**src/sv/sldr_pkg.sv**
```systemverilog
`timescale 1ns / 1ps
// Package for the slew-limited dead reckoning unit.
// Holds the CORDIC step count, scaling constants, the arctangent table and the sequencer states.
package sldr_pkg;

  localparam int CordicSteps = 16;

  localparam logic [19:0] AccelReset = 20'd256;
  localparam logic signed [33:0] CordicGain = 34'sd652032874;
  localparam logic signed [33:0] QuarterTurn = 34'sd1073741824;
  localparam logic [34:0] ScaleDiv = 35'(64'd180 * 64'd60 * 64'd3600 * 64'd512);
  localparam logic [34:0] ScaleHalf = 35'((64'd180 * 64'd60 * 64'd3600 * 64'd512) / 2);

  // The scale is 2^17 times an odd factor; the division by the odd factor uses its
  // reciprocal scaled by 2^37.
  localparam logic [17:0] DivOdd = 18'(ScaleDiv >> 17);
  localparam logic [19:0] DivRecip = 20'((64'd1 << 37) / 64'(DivOdd));

  localparam logic [29:0] AtanTab [32] = '{
    30'd536870912, 30'd316933406, 30'd167458907, 30'd85004756, 30'd42667331,
    30'd21354465, 30'd10679838, 30'd5340245, 30'd2670163, 30'd1335087,
    30'd667544, 30'd333772, 30'd166886, 30'd83443, 30'd41722, 30'd20861,
    30'd10430, 30'd5215, 30'd2608, 30'd1304, 30'd652, 30'd326, 30'd163,
    30'd81, 30'd41, 30'd20, 30'd10, 30'd5, 30'd3, 30'd1, 30'd1, 30'd0
  };

  typedef enum logic [4:0] {
    ST_IDLE,
    ST_MAXD,
    ST_SLEW,
    ST_PMUL,
    ST_CINIT,
    ST_CROT,
    ST_CDONE,
    ST_MLAT,
    ST_DINIT,
    ST_DQ1,
    ST_DR1,
    ST_DQ2,
    ST_DR2,
    ST_DFIX,
    ST_MHS,
    ST_MQ,
    ST_MLNG,
    ST_FIN
  } sldr_state_e;

endpackage

```
**src/sv/sldr_in_if.sv**
```systemverilog
`timescale 1ns / 1ps
// Input channel of the dead reckoning unit: one item per time tick.
// Stand-alone interface, no dependencies.
interface sldr_in_if;
  logic               valid;
  logic               ready;
  logic        [19:0] tick_length;
  logic signed [23:0] target_speed;
  logic        [15:0] heading;
  logic signed [31:0] latitude_in;
  logic signed [31:0] longitude_in;

  modport source (output valid, tick_length, target_speed, heading, latitude_in,
                  longitude_in, input ready);
  modport sink (input valid, tick_length, target_speed, heading, latitude_in,
                longitude_in, output ready);
endinterface

```
**src/sv/sldr_out_if.sv**
```systemverilog
`timescale 1ns / 1ps
// Result channel of the dead reckoning unit: new position and speed.
// Stand-alone interface, no dependencies.
interface sldr_out_if;
  logic               valid;
  logic               ready;
  logic signed [31:0] latitude_out;
  logic signed [31:0] longitude_out;
  logic signed [23:0] speed_now;

  modport source (output valid, latitude_out, longitude_out, speed_now, input ready);
  modport sink (input valid, latitude_out, longitude_out, speed_now, output ready);
endinterface

```
**src/sv/slew_limited_dead_reckoning_unit.sv**
```systemverilog
`timescale 1ns / 1ps
// Slew-limited dead reckoning top level with its sequencer and shared datapath.
// Depends on sldr_pkg, sldr_in_if and sldr_out_if.
//
// Each item is one time tick. The stored speed first slews toward the requested speed,
// then the position advances along the heading. One shared multiplier, one CORDIC
// rotator run twice (heading, then latitude) and a division by the fixed
// knot-to-angle scale (a shift by its power-of-two part, two rounds of reciprocal
// multiplication and back-multiplication, then a one-step correction) do all the work.
// The input is ready only while idle, so a new item is not taken before the last one is
// done. A new item is taken in the cycle after the result is registered, even while that
// result still waits on the output; the next result then holds in its last cycle until it
// is taken.
module slew_limited_dead_reckoning_unit
  import sldr_pkg::*;
(
  input  logic        clk_i,
  input  logic        rst_ni,
  input  logic        cfg_we_i,
  input  logic [19:0] cfg_wdata_i,
  sldr_in_if.sink     in_i,
  sldr_out_if.source  out_o
);

  sldr_state_e state_q, state_d;

  logic        [19:0] accel_q;
  logic signed [23:0] speed_q, speed_d;
  logic        [19:0] tick_q, tick_d;
  logic signed [23:0] target_q, target_d;
  logic        [15:0] head_q, head_d;
  logic signed [31:0] lat_q, lat_d;
  logic signed [31:0] lng_q, lng_d;
  logic        [23:0] maxd_q, maxd_d;
  logic signed [43:0] p_q, p_d;
  logic signed [61:0] prod_q, prod_d;
  logic signed [44:0] qv_q, qv_d;
  logic signed [33:0] cx_q, cx_d, cy_q, cy_d, cz_q, cz_d;
  logic               flip_q, flip_d;
  logic               csel_q, csel_d;
  logic               dsel_q, dsel_d;
  logic        [4:0]  step_q, step_d;
  logic signed [17:0] hc_q, hc_d, hs_q, hs_d, lc_q, lc_d;
  logic        [43:0] dnum_q, dnum_d;
  logic        [27:0] dq_q, dq_d;
  logic        [27:0] dql_q, dql_d;
  logic               dneg_q, dneg_d;
  logic signed [28:0] dlat_q, dlat_d;
  logic               ovalid_q, ovalid_d;
  logic signed [31:0] olat_q, olat_d, olng_q, olng_d;
  logic signed [23:0] ospd_q, ospd_d;

  logic signed [44:0] mul_a;
  logic signed [20:0] mul_b;
  logic signed [65:0] mul_p;
  logic signed [24:0] sdiff;
  logic        [24:0] smag;
  logic        [31:0] ang;
  logic signed [33:0] z0, zf;
  logic signed [33:0] dx, dy;
  logic signed [33:0] xr, yr;
  logic        [61:0] pmag;
  logic        [62:0] dsum;
  logic        [28:0] quo;
  logic signed [33:0] nlat;
  logic signed [61:0] qround;

  assign mul_p = mul_a * mul_b;

  always_comb begin
    mul_a = '0;
    mul_b = '0;
    unique case (state_q)
      ST_MAXD: begin
        mul_a = 45'($unsigned(accel_q));
        mul_b = 21'($unsigned(tick_q));
      end
      ST_PMUL: begin
        mul_a = 45'(speed_q);
        mul_b = 21'($unsigned(tick_q));
      end
      ST_MLAT: begin
        mul_a = 45'(p_q);
        mul_b = 21'(hc_q);
      end
      ST_MHS: begin
        mul_a = 45'(p_q);
        mul_b = 21'(hs_q);
      end
      ST_MLNG: begin
        mul_a = qv_q;
        mul_b = 21'(lc_q);
      end
      ST_DQ1, ST_DQ2: begin
        mul_a = 45'(dnum_q);
        mul_b = 21'(DivRecip);
      end
      ST_DR1: begin
        mul_a = 45'(dq_q);
        mul_b = 21'(DivOdd);
      end
      ST_DR2: begin
        mul_a = 45'(dql_q);
        mul_b = 21'(DivOdd);
      end
      default: begin
        mul_a = '0;
        mul_b = '0;
      end
    endcase
  end

  assign sdiff = 25'(target_q) - 25'(speed_q);
  assign smag = sdiff[24] ? 25'(-sdiff) : 25'(sdiff);

  assign ang = csel_q ? lat_q : {head_q, 16'd0};
  assign z0 = 34'($signed(ang));
  assign zf = 34'($signed(ang + 32'h8000_0000));
  assign dx = cy_q >>> step_q;
  assign dy = cx_q >>> step_q;
  assign xr = (cx_q + 34'sd8192) >>> 14;
  assign yr = (cy_q + 34'sd8192) >>> 14;

  assign pmag = prod_q[61] ? 62'(-prod_q) : 62'(prod_q);
  assign dsum = 63'(pmag) + 63'(ScaleHalf);
  assign quo = {1'b0, dq_q};
  assign qround = (prod_q + 62'sd32768) >>> 16;
  assign nlat = 34'(lat_q) + 34'(dlat_q);

  always_comb begin
    state_d  = state_q;
    speed_d  = speed_q;
    tick_d   = tick_q;
    target_d = target_q;
    head_d   = head_q;
    lat_d    = lat_q;
    lng_d    = lng_q;
    maxd_d   = maxd_q;
    p_d      = p_q;
    prod_d   = prod_q;
    qv_d     = qv_q;
    cx_d     = cx_q;
    cy_d     = cy_q;
    cz_d     = cz_q;
    flip_d   = flip_q;
    csel_d   = csel_q;
    dsel_d   = dsel_q;
    step_d   = step_q;
    hc_d     = hc_q;
    hs_d     = hs_q;
    lc_d     = lc_q;
    dnum_d   = dnum_q;
    dq_d     = dq_q;
    dql_d    = dql_q;
    dneg_d   = dneg_q;
    dlat_d   = dlat_q;
    ovalid_d = ovalid_q && !out_o.ready;
    olat_d   = olat_q;
    olng_d   = olng_q;
    ospd_d   = ospd_q;
    in_i.ready = 1'b0;
    unique case (state_q)
      ST_IDLE: begin
        in_i.ready = 1'b1;
        if (in_i.valid) begin
          tick_d   = in_i.tick_length;
          target_d = in_i.target_speed;
          head_d   = in_i.heading;
          lat_d    = in_i.latitude_in;
          lng_d    = in_i.longitude_in;
          state_d  = ST_MAXD;
        end
      end
      ST_MAXD: begin
        maxd_d  = mul_p[39:16];
        state_d = ST_SLEW;
      end
      ST_SLEW: begin
        if (smag <= {1'b0, maxd_q}) begin
          speed_d = target_q;
        end else if (sdiff[24]) begin
          speed_d = speed_q - $signed(maxd_q);
        end else begin
          speed_d = speed_q + $signed(maxd_q);
        end
        state_d = ST_PMUL;
      end
      ST_PMUL: begin
        p_d     = mul_p[43:0];
        csel_d  = 1'b0;
        state_d = ST_CINIT;
      end
      ST_CINIT: begin
        cx_d   = CordicGain;
        cy_d   = '0;
        step_d = '0;
        if (z0 > QuarterTurn || z0 < -QuarterTurn) begin
          cz_d   = zf;
          flip_d = 1'b1;
        end else begin
          cz_d   = z0;
          flip_d = 1'b0;
        end
        state_d = ST_CROT;
      end
      ST_CROT: begin
        if (!cz_q[33]) begin
          cx_d = cx_q - dx;
          cy_d = cy_q + dy;
          cz_d = cz_q - 34'($unsigned(AtanTab[step_q]));
        end else begin
          cx_d = cx_q + dx;
          cy_d = cy_q - dy;
          cz_d = cz_q + 34'($unsigned(AtanTab[step_q]));
        end
        step_d = step_q + 5'd1;
        if (step_q == 5'(CordicSteps - 1)) begin
          state_d = ST_CDONE;
        end
      end
      ST_CDONE: begin
        if (!csel_q) begin
          hc_d    = flip_q ? 18'(-xr) : 18'(xr);
          hs_d    = flip_q ? 18'(-yr) : 18'(yr);
          csel_d  = 1'b1;
          state_d = ST_CINIT;
        end else begin
          lc_d    = flip_q ? 18'(-xr) : 18'(xr);
          state_d = ST_MLAT;
        end
      end
      ST_MLAT: begin
        prod_d  = mul_p[61:0];
        dsel_d  = 1'b0;
        state_d = ST_DINIT;
      end
      ST_DINIT: begin
        dneg_d  = prod_q[61];
        dnum_d  = dsum[60:17];
        state_d = ST_DQ1;
      end
      ST_DQ1: begin
        dq_d    = mul_p[64:37];
        state_d = ST_DR1;
      end
      ST_DR1: begin
        dnum_d  = dnum_q - mul_p[43:0];
        state_d = ST_DQ2;
      end
      ST_DQ2: begin
        dql_d   = mul_p[64:37];
        state_d = ST_DR2;
      end
      ST_DR2: begin
        dnum_d  = dnum_q - mul_p[43:0];
        dq_d    = dq_q + dql_q;
        state_d = ST_DFIX;
      end
      ST_DFIX: begin
        if (dnum_q >= 44'(DivOdd)) begin
          dq_d = dq_q + 28'd1;
        end
        state_d = dsel_q ? ST_FIN : ST_MHS;
      end
      ST_MHS: begin
        if (!dsel_q) begin
          dlat_d = dneg_q ? -$signed(quo) : $signed(quo);
        end
        prod_d  = mul_p[61:0];
        state_d = ST_MQ;
      end
      ST_MQ: begin
        qv_d    = qround[44:0];
        state_d = ST_MLNG;
      end
      ST_MLNG: begin
        prod_d  = mul_p[61:0];
        dsel_d  = 1'b1;
        state_d = ST_DINIT;
      end
      ST_FIN: begin
        if (!ovalid_q || out_o.ready) begin
          ovalid_d = 1'b1;
          if (nlat > QuarterTurn) begin
            olat_d = 32'(QuarterTurn);
          end else if (nlat < -QuarterTurn) begin
            olat_d = 32'(-QuarterTurn);
          end else begin
            olat_d = nlat[31:0];
          end
          olng_d  = lng_q + 32'(dneg_q ? -$signed(quo) : $signed(quo));
          ospd_d  = speed_q;
          state_d = ST_IDLE;
        end
      end
      default: state_d = ST_IDLE;
    endcase
  end

  always_ff @(posedge clk_i or negedge rst_ni) begin
    if (!rst_ni) begin
      state_q  <= ST_IDLE;
      accel_q  <= AccelReset;
      speed_q  <= '0;
      ovalid_q <= 1'b0;
    end else begin
      state_q  <= state_d;
      speed_q  <= speed_d;
      ovalid_q <= ovalid_d;
      if (cfg_we_i) begin
        accel_q <= cfg_wdata_i;
      end
    end
  end

  always_ff @(posedge clk_i) begin
    tick_q   <= tick_d;
    target_q <= target_d;
    head_q   <= head_d;
    lat_q    <= lat_d;
    lng_q    <= lng_d;
    maxd_q   <= maxd_d;
    p_q      <= p_d;
    prod_q   <= prod_d;
    qv_q     <= qv_d;
    cx_q     <= cx_d;
    cy_q     <= cy_d;
    cz_q     <= cz_d;
    flip_q   <= flip_d;
    csel_q   <= csel_d;
    dsel_q   <= dsel_d;
    step_q   <= step_d;
    hc_q     <= hc_d;
    hs_q     <= hs_d;
    lc_q     <= lc_d;
    dnum_q   <= dnum_d;
    dq_q     <= dq_d;
    dql_q    <= dql_d;
    dneg_q   <= dneg_d;
    dlat_q   <= dlat_d;
    olat_q   <= olat_d;
    olng_q   <= olng_d;
    ospd_q   <= ospd_d;
  end

  assign out_o.valid         = ovalid_q;
  assign out_o.latitude_out  = olat_q;
  assign out_o.longitude_out = olng_q;
  assign out_o.speed_now     = ospd_q;

endmodule
```
**src/flat_wrapper.sv**
```systemverilog
// flat-port wrapper written by rule: the top's interface ports become plain ports
module slew_limited_dead_reckoning_unit_flat import sldr_pkg::*;
  (clk_i, rst_ni, cfg_we_i, cfg_wdata_i, in_i_valid, in_i_tick_length, in_i_target_speed, in_i_heading, in_i_latitude_in, in_i_longitude_in, in_i_ready, out_o_valid, out_o_latitude_out, out_o_longitude_out, out_o_speed_now, out_o_ready);
  sldr_in_if in_i_i ();
  sldr_out_if out_o_i ();
  input  logic clk_i;
  input  logic rst_ni;
  input  logic cfg_we_i;
  input  logic [19:0] cfg_wdata_i;
  input wire logic [$bits(in_i_i.valid)-1:0] in_i_valid;
  input wire logic [$bits(in_i_i.tick_length)-1:0] in_i_tick_length;
  input wire logic [$bits(in_i_i.target_speed)-1:0] in_i_target_speed;
  input wire logic [$bits(in_i_i.heading)-1:0] in_i_heading;
  input wire logic [$bits(in_i_i.latitude_in)-1:0] in_i_latitude_in;
  input wire logic [$bits(in_i_i.longitude_in)-1:0] in_i_longitude_in;
  output wire logic [$bits(in_i_i.ready)-1:0] in_i_ready;
  output wire logic [$bits(out_o_i.valid)-1:0] out_o_valid;
  output wire logic [$bits(out_o_i.latitude_out)-1:0] out_o_latitude_out;
  output wire logic [$bits(out_o_i.longitude_out)-1:0] out_o_longitude_out;
  output wire logic [$bits(out_o_i.speed_now)-1:0] out_o_speed_now;
  input wire logic [$bits(out_o_i.ready)-1:0] out_o_ready;
  assign in_i_i.valid = in_i_valid;
  assign in_i_i.tick_length = in_i_tick_length;
  assign in_i_i.target_speed = in_i_target_speed;
  assign in_i_i.heading = in_i_heading;
  assign in_i_i.latitude_in = in_i_latitude_in;
  assign in_i_i.longitude_in = in_i_longitude_in;
  assign in_i_ready = in_i_i.ready;
  assign out_o_valid = out_o_i.valid;
  assign out_o_latitude_out = out_o_i.latitude_out;
  assign out_o_longitude_out = out_o_i.longitude_out;
  assign out_o_speed_now = out_o_i.speed_now;
  assign out_o_i.ready = out_o_ready;
  slew_limited_dead_reckoning_unit u_core (.clk_i(clk_i), .rst_ni(rst_ni), .cfg_we_i(cfg_we_i), .cfg_wdata_i(cfg_wdata_i), .in_i(in_i_i), .out_o(out_o_i));
endmodule
```
**config.mk**
```make
export PLATFORM = sky130hd
export DESIGN_NAME = slew_limited_dead_reckoning_unit_flat
export DESIGN_NICKNAME = d
export VERILOG_FILES = /design/src/sv/sldr_pkg.sv /design/src/sv/sldr_in_if.sv /design/src/sv/sldr_out_if.sv /design/src/sv/slew_limited_dead_reckoning_unit.sv /design/src/flat_wrapper.sv
export SDC_FILE = /design/constraint.sdc
export NUM_CORES = 2
export LEC_CHECK = 0
export ABC_AREA = 1
export BUFFER_PORTS_ARGS = -buffer_cell sky130_fd_sc_hd__buf_2
export CELL_PAD_IN_SITES_DETAIL_PLACEMENT = 1
export CELL_PAD_IN_SITES_GLOBAL_PLACEMENT = 1
export CORE_MARGIN = 1
export CORE_UTILIZATION = 45
export DETAILED_ROUTE_END_ITERATION = 12
export PLACE_DENSITY_LB_ADDON = 0.1
export SLEW_MARGIN = 20
export SYNTH_ARGS = -nofsm -noshare
export SYNTH_HDL_FRONTEND = slang
export SYNTH_SLANG_ARGS = --single-unit
```
**constraint.sdc**
```tcl
create_clock -name clk_i -period 33.5 [get_ports clk_i]
set_input_delay 5.025 -clock clk_i [delete_from_list [all_inputs] [get_ports clk_i]]
set_output_delay 5.025 -clock clk_i [all_outputs]
set_load 0.02 [all_outputs]
```
==> key figures <==
Setup path
  • Arrival @ worst endpoint: approximately 14 ns
  • WS Path Type: flip-flop to flip-flop
  • Critical-path top delay cell: nand3_1
  • Reg-to-reg endpoint: u_core.dnum_q[43]$_DFFE_PP_
  • Most frequent CP cell: fa_1
  • Setup crit end: u_core.dnum_q[43]$_DFFE_PP_
  • Critical Path RT: around 34 ns
  • R2R Path Start: u_core.state_q[1]$_DFFE_PN0P_
  • Largest stage delay, worst path: around 0.9 ns
  • CP max FO: 45
  • Worst Setup SP: u_core.state_q[1]$_DFFE_PN0P_
  • Worst Reg-to-Reg Cells: 38
  • CP Launch Type: flip-flop
  • CP endpoint kind: flip-flop
  • FF-to-FF setup slack: about 20 ns

Die
  • Die area: about 0.2 mm²
  • I/O pins: 239
  • Row cnt: roughly 160
  • Starting Density: 45.3%
  • Core ar.: roughly 0.19 mm²
  • Die height: approximately 440 µm
  • Die X: 445 µm

Clock tree
  • Clock transition at the registers of the reported paths: ~0.07 ns
  • H-Tree Depth: 3
  • CTS Hold Bufs: 0
  • Max clock buf depth: 3
  • CTS buffer count: between 90 and 100
  • Post-cts resize count: 0
  • Clk Latency, worst-skew pair: roughly 0.8 ns
  • # clock sinks: about 730
  • CTS tree: yes
  • Clock root buffer: clkbuf_16
  • Post-CTS Setup Bufs: 0

Synth
  • Mapped Nets: 12900
  • Synth Register Bits: roughly 730
  • Synth Area in Simple Gates: between 20% and 30%
  • EDFF count, synth: slightly below 700
  • Post-Syn Area: 0.0882 mm²
  • Post-synth top area share: a little under a quarter
  • Synth cell count leaders: nand2_1, inv_1, nor2_1, fa_1, edfxtp_1
  • Sequential fraction of the synthesis area: between 20 and 25%
  • Cell with the most instances after synthesis: nand2_1
  • Largest family of logic cells by synthesized area: adder cells
  • Largest area contributor in the netlist: edfxtp_1
  • Post-synthesis mux area share: less than 1%
  • Synthesized instance count: about 11000
  • Count of cell types in the netlist: 80
  • XOR/XNOR share of the synthesized area: 4.95%
  • Post-synthesis adder-cell area fraction: between 20 and 30%
  • Ys flop type: edfxtp_1
  • Yosys warns: 0
  • Largest cells by area after synthesis: edfxtp_1, fa_1, nand2_1
  • Ys async rst share: 6.84%
  • Synth Area in Compound Gates: under 10%
  • Average size of a mapped cell: 7.80 µm²

STA
  • RSZ-0062 raised after global routing: false
  • Period minus WS final: 13.53 ns
  • Fin. Hold Viols: 0
  • Period Utilization, post-route: approximately two fifths
  • Worst slew pin tran: around 1.3 ns
  • Setup total negative slack: 0 ns
  • Rel. slew slack: roughly 14%
  • Slew Viols, Final: 0
  • Layout Skew: 0.0746 ns
  • Max Fclk: roughly 0.074 GHz
  • Final setup viols: 0

Global routing
  • Total gr overflow: 0
  • Global Route Usage Sum: between 30 and 40%
  • Initial antenna violation count: 22
  • Vias in the first global route: 84800
  • First-pass GRT wire length: 573000 µm
  • Largest net degree at the start of global routing: just under 80

Status
  • Status: finished clean

Drt
  • Total detailed-routing wirelength: roughly 390000 µm
  • Vias per Instance: 5.83
  • Via Count: 82400
  • Avg WL per Cell: ~28 µm
  • DRC: 0
  • DR pass1 iterations: 6
  • Initial DRC Count: 8096
  • Routed Antenna Nets: 0

Final layout
  • Layout net count: between 10000 and 15000
  • Layout cells sized above 1: under 10%
  • Area growth, synth to finish: 8.18%

Worst hold path
  • Hold Crit Class: flip-flop to flip-flop

Place
  • Port Buffer Count: between 200 and 250
  • Hpwl dp: 326000 µm
  • Final Wtd Congestion: 1.05

Run
  • Max_cap viols: 0
-- flip-flops by register name, indices dropped and copies added (netlist names), 34 cells and up --
| register | cells |
|---|---|
| u_core.dnum_q | 44 |
| u_core.cy_q | 34 |
| u_core.qv_q | 45 |
| u_core.prod_q | 62 |
| u_core.cz_q | 34 |
| u_core.cx_q | 34 |
| u_core.p_q | 44 |
-- cells in the final DEF, fill, tap and decap left out, types with 17 or more instances in the layout --
cell type / instances
buf_2: 238
nand2_1: 2699
and3_1: 22
or2_2: 42
inv_2: 21
edfxtp_1: 681
ha_1: 477
nor2_2: 32
mux2_2: 17
mux2i_1: 23
dfrtp_1: 49
a21oi_1: 554
nor3_1: 108
o21ai_0: 441
clkinv_1: 38
nor2_1: 1061
o22ai_1: 22
inv_1: 2034
xnor2_1: 143
nand3_1: 552
and2_1: 22
o211ai_1: 25
fa_1: 917
o21bai_1: 31
nand3b_1: 23
clkbuf_16: 92
nand4_1: 121
o21ai_1: 82
o21a_1: 42
clkbuf_1: 18
nor4_1: 55
a31oi_1: 57
buf_4: 130
xor2_1: 339
a221oi_1: 44
a21o_1: 29
-- logic make-up (layout without fill, tap and decap cells) --
kind of cell,Yosys count,in the layout
adder cells (fa/ha/maj),1394,1394
other,0,4
AND/OR/NAND/NOR,4793,4793
XOR/XNOR,492,492
buffers and inverters,2416,2620
multiplexers,40,40
flip-flops,731,731
AO/OA/AOI/OAI,1444,1444
-- worst max-delay path: cells and delay by family, from the launching register on --
family / cells / cell delay [ns]
compound gates: 8 / 2.69
xor+xnor: 1 / 0.88
fa+ha+maj: 9 / 4.63
buf+inv: 8 / 1.87
flops: 1 / 0.42
simple gates: 12 / 2.92
-- worst min path at each step --
stage / startpoint / endpoint / cells after the start
after global routing: u_core.speed_q[12]$_DFFE_PN0P_ / u_core.out_o.speed_now[12]$_DFFE_PP_ / 0
after global placement: u_core.speed_q[12]$_DFFE_PN0P_ / u_core.out_o.speed_now[12]$_DFFE_PP_ / 0
after detailed placement: u_core.speed_q[12]$_DFFE_PN0P_ / u_core.out_o.speed_now[12]$_DFFE_PP_ / 0
final: u_core.speed_q[12]$_DFFE_PN0P_ / u_core.out_o.speed_now[12]$_DFFE_PP_ / 0
after CTS: u_core.speed_q[12]$_DFFE_PN0P_ / u_core.out_o.speed_now[12]$_DFFE_PP_ / 0
after floorplan: u_core.prod_q[61]$_DFFE_PP_ / u_core.dneg_q$_DFFE_PP_ / 0
-- stage by stage --
| stage | setup slack [ns] | instances | hold slack (ns) | instance area, µm² | util [%] |
|---|---|---|---|---|---|
| final | 19.97 | 14100 | 0.566 | 95400 | 49.0 |
| after global placement | 20.38 | 14000 | 0.536 | 92300 | 47.4 |
| after detailed placement | 20.37 | 14000 | 0.550 | 92300 | 47.4 |
| after CTS | 20.37 | 14100 | 0.564 | 95400 | 49.0 |
| after global routing | 19.63 | 14100 | 0.588 | 95400 | 49.0 |
| after floorplan | 22.20 | 11300 | 0.421 | 88200 | - |
-- layout make-up --
cell class              count  area, µm²
repair buffers            369       2190
clock buffers             113       2410
well taps                2624       3280
fillers                 24000      99400
clock inverters            57        641
diodes                      4       10.0
multi-input cells        8163      57400
inverters                2081       7810
flip-flops and latches    731      21700
-- per-layer routing --
metal,vias up,wire length [µm],global-route usage (%)
li1,36100,-,-
met1,42000,169000,55.5
met2,3539,173000,60.7
met3,730,35100,6.93
met4,16,17700,15.1
met5,-,113,0
Power is left out: the tool's default activity adds up to more than one toggle a clock period on the data nets, which glitch-free logic cannot reach.
